<file path="config.mk">
export PLATFORM = sky130hd
export DESIGN_NAME = fifo_gang_task_scheduler_core
export DESIGN_NICKNAME = d
export VERILOG_FILES = /design/src/hdl/fgts_pkg.sv /design/src/hdl/fifo_gang_task_scheduler_core.sv
export VERILOG_INCLUDE_DIRS = /design/src /design/src/hdl
export SDC_FILE = /design/constraint.sdc
export NUM_CORES = 2
export LEC_CHECK = 0
export BUFFER_PORTS_ARGS = -buffer_cell sky130_fd_sc_hd__buf_2
export CELL_PAD_IN_SITES_DETAIL_PLACEMENT = 1
export CELL_PAD_IN_SITES_GLOBAL_PLACEMENT = 2
export CORE_UTILIZATION = 55
export CTS_CLUSTER_SIZE = 24
export DETAILED_ROUTE_END_ITERATION = 8
export PLACE_DENSITY_LB_ADDON = 0.1
export RECOVER_POWER = 100
export SYNTH_ARGS = -nofsm -noshare
export SYNTH_HDL_FRONTEND = slang
export SYNTH_SLANG_ARGS = --single-unit
</file>
<file path="constraint.sdc">
create_clock -name clk_i -period 15.2 [get_ports clk_i]
set_input_delay 2.28 -clock clk_i [delete_from_list [all_inputs] [get_ports clk_i]]
set_output_delay 2.28 -clock clk_i [all_outputs]
set_load 0.005 [all_outputs]
</file>
<file path="src/hdl/fifo_gang_task_scheduler_core_macros.svh">
// Assertion macros for the gang task scheduler core.
`ifndef FIFO_GANG_TASK_SCHEDULER_CORE_MACROS_SVH
`define FIFO_GANG_TASK_SCHEDULER_CORE_MACROS_SVH

// Invariant, checked on every clock edge outside reset.
`define FGTS_ASSERT(lbl, prop, msg) \
  lbl: assert property (@(posedge clk_i) disable iff (!rst_ni) (prop)) else $error(msg);

// Condition in one cycle implies a consequence in the next.
`define FGTS_ASSERT_NEXT(lbl, ante, cons, msg) \
  lbl: assert property (@(posedge clk_i) disable iff (!rst_ni) (ante) |=> (cons)) \
    else $error(msg);

`endif

</file>
<file path="src/hdl/fgts_pkg.sv">
// Types, sizes and helpers of the gang task scheduler.
`timescale 1ns / 1ps
package fgts_pkg;

  localparam int NUM_PROCS   = 8;
  localparam int QUEUE_DEPTH = 128;

  localparam int QPTR_W = (QUEUE_DEPTH > 1) ? $clog2(QUEUE_DEPTH) : 1;
  localparam int QCNT_W = $clog2(QUEUE_DEPTH + 1);
  localparam int PIDX_W = (NUM_PROCS > 1) ? $clog2(NUM_PROCS) : 1;
  localparam int PCNT_W = $clog2(NUM_PROCS + 1);

  localparam int ID_W     = 10;
  localparam int STEP_W   = 12;
  localparam int PROCS_W  = 4;
  localparam int QCOUNT_W = 8;
  localparam int MASK_W   = 8;
  localparam int FREE_W   = 4;
  localparam int SOLVED_W = 32;

  typedef struct packed {
    logic               task_valid;
    logic [ID_W-1:0]    task_id;
    logic [STEP_W-1:0]  task_steps;
    logic [PROCS_W-1:0] task_procs;
  } task_in_t;

  typedef struct packed {
    logic                assigned;
    logic [ID_W-1:0]     assigned_id;
    logic                requeued;
    logic                dropped;
    logic [QCOUNT_W-1:0] queue_count;
    logic [MASK_W-1:0]   busy_mask;
    logic [MASK_W-1:0]   completed_mask;
    logic [FREE_W-1:0]   free_count;
    logic [SOLVED_W-1:0] total_solved;
  } sched_res_t;

  // one queue entry
  typedef struct packed {
    logic [ID_W-1:0]    id;
    logic [STEP_W-1:0]  steps;
    logic [PROCS_W-1:0] procs;
  } qentry_t;

  function automatic logic [QPTR_W-1:0] qptr_next(input logic [QPTR_W-1:0] p);
    qptr_next = (p == QPTR_W'(QUEUE_DEPTH - 1)) ? '0 : p + 1'b1;
  endfunction

endpackage

</file>
<file path="src/hdl/fifo_gang_task_scheduler_core.sv">
// Gang task scheduler: task FIFO, processor stepping and gang assignment.
`timescale 1ns / 1ps
`include "fifo_gang_task_scheduler_core_macros.svh"

// One accepted item is one scheduler tick: an optional arriving task is
// appended to the circular queue (dropped when full), every busy processor
// advances one step, then the head task is popped and either started on the
// lowest-indexed free processors or written back at the tail. A single
// step/compare unit visits one processor per cycle, so a tick keeps busy high
// through S_ENQ, the S_STEP sweep, S_POP and S_DONE, with an S_ASSIGN sweep
// before S_DONE when the head task is started (a second processor sweep hands
// out the gang); busy is low in S_IDLE between ticks.
// The result is shown for exactly one cycle with res_valid_o high, on the
// last busy cycle; the receiver cannot stall it. No clearing pass after reset.
module fifo_gang_task_scheduler_core (
  input  logic                  clk_i,
  input  logic                  rst_ni,
  input  logic                  start,
  output logic                  busy,
  input  fgts_pkg::task_in_t    task_i,
  output logic                  res_valid_o,
  output fgts_pkg::sched_res_t  res_o
);
  import fgts_pkg::*;

  localparam int CMP_W  = (PCNT_W > PROCS_W) ? PCNT_W : PROCS_W;
  localparam int FSAT_W = (PCNT_W > FREE_W) ? PCNT_W : FREE_W;
  localparam int MASK_N = (NUM_PROCS < MASK_W) ? NUM_PROCS : MASK_W;

  typedef enum logic [5:0] {
    S_IDLE   = 6'b000001,
    S_ENQ    = 6'b000010,
    S_STEP   = 6'b000100,
    S_POP    = 6'b001000,
    S_ASSIGN = 6'b010000,
    S_DONE   = 6'b100000
  } state_e;

  state_e               state_q, state_d;
  task_in_t             in_q, in_d;
  logic [QPTR_W-1:0]    head_q, head_d;
  logic [QPTR_W-1:0]    tail_q, tail_d;
  logic [QCNT_W-1:0]    fill_q, fill_d;
  logic [NUM_PROCS-1:0] pbusy_q, pbusy_d;
  logic [STEP_W-1:0]    pstep_q  [NUM_PROCS];
  logic [STEP_W-1:0]    pstep_d  [NUM_PROCS];
  logic [STEP_W-1:0]    ptotal_q [NUM_PROCS];
  logic [STEP_W-1:0]    ptotal_d [NUM_PROCS];
  logic [PIDX_W-1:0]    idx_q, idx_d;
  logic [PCNT_W-1:0]    free_q, free_d;
  logic [PROCS_W-1:0]   left_q, left_d;
  logic [SOLVED_W-1:0]  solved_q, solved_d;
  logic [NUM_PROCS-1:0] comp_q, comp_d;
  logic                 assigned_q, assigned_d;
  logic                 requeued_q, requeued_d;
  logic                 dropped_q, dropped_d;
  logic [ID_W-1:0]      aid_q, aid_d;
  qentry_t              cur_q, cur_d;

  // queue memory
  qentry_t              mem_q [QUEUE_DEPTH];
  qentry_t              rd_q;
  logic                 mem_we;
  qentry_t              mem_wdata;

  logic                 last_proc;

  assign last_proc = (idx_q == PIDX_W'(NUM_PROCS - 1));

  always_comb begin
    logic [STEP_W-1:0] cur_step;
    cur_step   = pstep_q[idx_q];
    state_d    = state_q;
    in_d       = in_q;
    head_d     = head_q;
    tail_d     = tail_q;
    fill_d     = fill_q;
    pbusy_d    = pbusy_q;
    pstep_d    = pstep_q;
    ptotal_d   = ptotal_q;
    idx_d      = idx_q;
    free_d     = free_q;
    left_d     = left_q;
    solved_d   = solved_q;
    comp_d     = comp_q;
    assigned_d = assigned_q;
    requeued_d = requeued_q;
    dropped_d  = dropped_q;
    aid_d      = aid_q;
    cur_d      = cur_q;
    mem_we     = 1'b0;
    mem_wdata  = '{id: in_q.task_id, steps: in_q.task_steps, procs: in_q.task_procs};

    unique case (state_q)
      S_IDLE: begin
        if (start) begin
          in_d       = task_i;
          comp_d     = '0;
          assigned_d = 1'b0;
          requeued_d = 1'b0;
          dropped_d  = 1'b0;
          aid_d      = '0;
          free_d     = '0;
          idx_d      = '0;
          state_d    = S_ENQ;
        end
      end
      S_ENQ: begin
        if (in_q.task_valid) begin
          if (fill_q == QCNT_W'(QUEUE_DEPTH)) begin
            dropped_d = 1'b1;
          end else begin
            mem_we = 1'b1;
            tail_d = qptr_next(tail_q);
            fill_d = fill_q + 1'b1;
          end
        end
        state_d = S_STEP;
      end
      S_STEP: begin
        // one processor per cycle through the shared step/compare unit
        if (pbusy_q[idx_q]) begin
          if (cur_step < ptotal_q[idx_q]) begin
            cur_step = cur_step + 1'b1;
          end
          pstep_d[idx_q] = cur_step;
          if (cur_step == ptotal_q[idx_q]) begin
            pbusy_d[idx_q]  = 1'b0;
            pstep_d[idx_q]  = '0;
            ptotal_d[idx_q] = '0;
            comp_d[idx_q]   = 1'b1;
            free_d          = free_q + 1'b1;
            if (solved_q != '1) begin
              solved_d = solved_q + 1'b1;
            end
          end
        end else begin
          free_d = free_q + 1'b1;
        end
        if (last_proc) begin
          state_d = S_POP;
        end else begin
          idx_d = idx_q + 1'b1;
        end
      end
      S_POP: begin
        idx_d   = '0;
        state_d = S_DONE;
        if (fill_q != '0) begin
          head_d = qptr_next(head_q);
          aid_d  = rd_q.id;
          cur_d  = rd_q;
          if (CMP_W'(free_q) >= CMP_W'(rd_q.procs)) begin
            assigned_d = 1'b1;
            left_d     = rd_q.procs;
            fill_d     = fill_q - 1'b1;
            state_d    = S_ASSIGN;
          end else begin
            // pop and push cancel: fill stays
            requeued_d = 1'b1;
            mem_we     = 1'b1;
            mem_wdata  = rd_q;
            tail_d     = qptr_next(tail_q);
          end
        end
      end
      S_ASSIGN: begin
        if (!pbusy_q[idx_q] && (left_q != '0)) begin
          pbusy_d[idx_q]  = 1'b1;
          ptotal_d[idx_q] = cur_q.steps;
          pstep_d[idx_q]  = '0;
          left_d          = left_q - 1'b1;
        end
        if (last_proc) begin
          state_d = S_DONE;
        end else begin
          idx_d = idx_q + 1'b1;
        end
      end
      S_DONE: begin
        state_d = S_IDLE;
      end
      default: begin
        state_d = S_IDLE;
      end
    endcase
  end

  always_ff @(posedge clk_i or negedge rst_ni) begin
    if (!rst_ni) begin
      state_q    <= S_IDLE;
      head_q     <= '0;
      tail_q     <= '0;
      fill_q     <= '0;
      pbusy_q    <= '0;
      idx_q      <= '0;
      free_q     <= '0;
      left_q     <= '0;
      solved_q   <= '0;
      comp_q     <= '0;
      assigned_q <= 1'b0;
      requeued_q <= 1'b0;
      dropped_q  <= 1'b0;
      aid_q      <= '0;
      for (int i = 0; i < NUM_PROCS; i++) begin
        pstep_q[i]  <= '0;
        ptotal_q[i] <= '0;
      end
    end else begin
      state_q    <= state_d;
      head_q     <= head_d;
      tail_q     <= tail_d;
      fill_q     <= fill_d;
      pbusy_q    <= pbusy_d;
      idx_q      <= idx_d;
      free_q     <= free_d;
      left_q     <= left_d;
      solved_q   <= solved_d;
      comp_q     <= comp_d;
      assigned_q <= assigned_d;
      requeued_q <= requeued_d;
      dropped_q  <= dropped_d;
      aid_q      <= aid_d;
      pstep_q    <= pstep_d;
      ptotal_q   <= ptotal_d;
    end
  end

  // payload registers
  always_ff @(posedge clk_i) begin
    in_q  <= in_d;
    cur_q <= cur_d;
  end

  // queue memory: write at tail, registered read at head
  always_ff @(posedge clk_i) begin
    if (mem_we) begin
      mem_q[tail_q] <= mem_wdata;
    end
  end

  always_ff @(posedge clk_i) begin
    rd_q <= mem_q[head_q];
  end

  // result
  always_comb begin
    logic [FSAT_W-1:0] fsat;
    fsat                 = FSAT_W'(free_q);
    res_o                = '0;
    res_o.assigned       = assigned_q;
    res_o.assigned_id    = aid_q;
    res_o.requeued       = requeued_q;
    res_o.dropped        = dropped_q;
    res_o.queue_count    = QCOUNT_W'(fill_q);
    res_o.total_solved   = solved_q;
    res_o.free_count     = (fsat > FSAT_W'(2 ** FREE_W - 1)) ? '1 : FREE_W'(fsat);
    for (int i = 0; i < MASK_N; i++) begin
      res_o.busy_mask[i]      = pbusy_q[i];
      res_o.completed_mask[i] = comp_q[i];
    end
  end

  assign busy        = (state_q != S_IDLE);
  assign res_valid_o = (state_q == S_DONE);

  `FGTS_ASSERT_NEXT(a_accept_busy, start && !busy, busy && !res_valid_o, "tick did not start")
  `FGTS_ASSERT_NEXT(a_strobe_single, res_valid_o, !res_valid_o && !busy, "result strobe too long")
  `FGTS_ASSERT(a_fill_bound, fill_q <= QCNT_W'(QUEUE_DEPTH), "queue fill beyond depth")
  `FGTS_ASSERT(a_pop_outcome, !(res_valid_o && res_o.assigned && res_o.requeued),
    "head task both started and requeued")

endmodule

</file>
==> results.cfg <==
[global_routing]
grt_pass1_wl_um = 550000
antenna_found_initial = 26
overflow = 0
grt_pass1_vias = 72626
grt_start_max_net_pins = 176
grt_usage_pct = 29.9

[synth]
yosys.area.top_type = edfxtp_1
syn-mean-instance-area_um2 = 22.4
synth_top_area_share_pct = 70.6
syn_inst = 6404
ys_warn_count = 0
syn_area_um2 = 143000
syn_nets = 6465
ys_async_sr_fraction_pct = 7.92
synth_flop_cell = edfxtp_1
ys_top_cells_by_area = edfxtp_1, mux4_2, dfrtp_1
seq_area_frac_synth_pct = 76.1
ys_types = 83
synth_edf_count = 3367
ys_ff_latch = 3685

[placement]
gp_congestion = 0.857
portBuffers = 104
dp_hpwl_um = 217000

[sta]
rsz0062_at_grt = false
slew_violations = 7100
relSlewSlack_pct = -382
fin_tns_setup_ps = 0
tightest_slew_ps = 7230
clock_skew_ps = 51.1
period_minus_slack_ps = 10210
final_hold_viol_count = 0
setup_viol = 0
fmax_ghz = 0.0980
final.period_utilization_pct = 67.2

[finish]
syn_to_final_growth_pct = 12.1
nNetsFinal = 6808
drive_gt1_share_pct = 26.8
fin_util_pct = 62.2

[detailed_routing]
route.detailed.drc = 0
routed_wirelength_um = 388000
ant_nets = 0
vias_per_cell = 6.68
drt_first_pass_iters = 6
num_vias = 69859
drt-initial-drc-count = 8689
drt-wirelength-per-cell_um = 37.2

[critical_path]
rr_worst_depth = 8
arrival_ps = 10170
path_max_fanout = 96
required_ps = 15160
setup.worst_path.end_class = flop
path_class = reg -> reg
start_kind = flop
timing.rr.end = mem_q[113][16]$_DFFE_PP_
r2r_setup_slack_ps = 4990
r2r-start = state_q[4]$_DFFE_PN0P_

[run_status]
status = finished with violations
violations = max-capacitance violations, max-slew violations

[clock_tree]
cts_tree = yes
hold_buffers = 0
insertion_delay_ps = 910
cts_setup_buffers = 0
cts_buffers = 375
post_cts_resized = 0
cts_sinks = 3685
cts-htree-levels = 5
clock-root-buffer = clkbuf_16
clk_path_buf_depth = 4
clkTransAtPathRegs_ps = 60

[pwr]
p_comb_share_pct = 4.6
power.leakage_nw = 49.2
ir_drop_uv = 111
switching_power_mw = 4.84
p_per_area_nw_per_um2 = 137
switching_share_pct = 22.0
seqPwrFrac_pct = 53.5
p_int_mw = 17.2
p_clk_share_pct = 41.9

[worst_hold_path]
hold_path.startpoint = pstep_q[95]$_DFFE_PN0P_
worstHoldPathType = reg -> reg
hold_depth = 2
min_to = pstep_q[95]$_DFFE_PN0P_

[floorplanning]
pin_count = 105
core-area_um2 = 258000
die_y_um = 512
core.rowCount = 186
initial_core_util_pct = 55.5
die_width_um = 512
fp.dieArea_um2 = 262000

[flow_run]
maxCapViolations = 199
[cells by family (layout without fill, tap and decap cells)]
group / count (synthesis) / after routing / synth area share (%)
buffers and inverters: 399 / 1054 / 1.10
AND/OR/NAND/NOR: 613 / 613 / 1.99
multiplexers: 1216 / 1216 / 18.2
AO/OA/AOI/OAI: 396 / 396 / 1.89
other: 0 / 9 / 0
flip-flops: 3685 / 3685 / 76.1
adder cells (fa/ha/maj): 31 / 31 / 0.276
XOR/XNOR: 64 / 64 / 0.401
[placed cells by master, fill, tap and decap left out, drive strengths merged, types with 11 or more instances in the layout]
master | synthesis | routed
mux4 | 1106 | 1106
nor2 | 177 | 177
o211ai | 11 | 11
mux2 | 73 | 73
a21oi | 36 | 36
inv | 45 | 64
clkinv | 1 | 156
nor4 | 18 | 18
o21ai | 150 | 150
nor2b | 23 | 23
clkbuf | 242 | 685
mux2i | 37 | 37
nor3 | 15 | 15
ha | 30 | 30
xor2 | 12 | 12
nand3 | 51 | 51
buf | 111 | 98
xnor2 | 51 | 51
nand2 | 224 | 224
dfxtp | 26 | 26
edfxtp | 3367 | 3367
and2 | 19 | 19
dfrtp | 291 | 291
nand4 | 25 | 25
bufinv | 0 | 43
o2bb2ai | 104 | 104
and3 | 15 | 15
a21o | 17 | 17
[per-stage QoR]
step	power, mW	cell area [µm²]	worst slack, ps	std cells	hold WS, ps
after floorplan	12.4	143000	10290	6404	403
after global placement	12.9	149000	8180	9754	455
after detailed placement	13.0	149000	8030	9754	469
after CTS	22.1	162000	8030	10443	482
after global routing	22.5	160000	4220	10444	499
final	22.0	160000	4990	10452	479
[registers in the layout, indices dropped and copies added (netlist names), named ones only]
signal,flops
rd_q,26
mem_q,3328
head_q,7
free_q,4
ptotal_q,96
left_q,4
cur_q,12
assigned_q,1
pstep_q,96
requeued_q,1
dropped_q,1
in_q,27
idx_q,3
fill_q,8
state_q,6
solved_q,32
tail_q,7
comp_q,8
aid_q,10
[Yosys cell counts (43+ instances only)]
master	n
o21ai_0	140
edfxtp_1	3367
xnor2_1	51
inv_1	43
buf_1	85
clkbuf_1	242
nor2_1	176
o2bb2ai_1	104
mux2_2	73
nand3_1	50
nand2_1	224
dfrtp_1	291
mux4_2	1106
[power by group through the flow]
stage,registers [mW],clock network (mW),logic (mW)
finish,11.8,9.22,1.02
global route,11.8,9.65,1.09
CTS,11.7,9.35,1.06
detailed placement,11.9,0,1.06
global placement,11.9,0,0.990
floorplan,11.9,0,0.513
[area by class of cell]
cell class              count  area [µm²]
multi-input cells        2320       33300
repair buffers            319        1590
diodes                      9        22.5
clock buffers             464        9840
fillers                 20585       97400
flip-flops and latches   3685      109000
well taps                3384        4230
clock inverters           225        2330
inverters                  46         173
[routing by layer]
layer / part of all wire [%] / wire (µm) / GRT usage [%]
met5: 0.0088 / 34 / 0
met4: 3.5 / 13700 / 9.36
met3: 7.7 / 29900 / 3.98
met2: 49 / 190000 / 48.3
met1: 40 / 154000 / 43.0
[critical path: stages (launching register included)]
cell      delay [ps]
dfrtp_1          440
nor4_1           400
nand3b_1         300
inv_1            770
nand2b_1         400
nor2_1          1220
clkbuf_1         950
mux2_1          1130
clkbuf_1        3380
[how the worst max path moves through the flow]
stage	startpoint	to	slack, ps	cells after the start
4_1_cts	idx_q[2]$_DFFE_PN0P_	ptotal_q[69]$_DFFE_PN0P_	8030	16
3_5_place_dp	idx_q[2]$_DFFE_PN0P_	ptotal_q[69]$_DFFE_PN0P_	8030	16
3_3_place_gp	idx_q[2]$_DFFE_PN0P_	solved_q[21]$_DFFE_PN0P_	8180	16
5_1_grt	head_q[0]$_DFFE_PN0P_	rd_q[24]$_DFF_P_	4220	7
2_1_floorplan	idx_q[1]$_DFFE_PN0P_	solved_q[27]$_DFFE_PN0P_	10290	19
6_report	state_q[4]$_DFFE_PN0P_	mem_q[113][16]$_DFFE_PP_	4990	8
(Power assumes the default switching activity.)
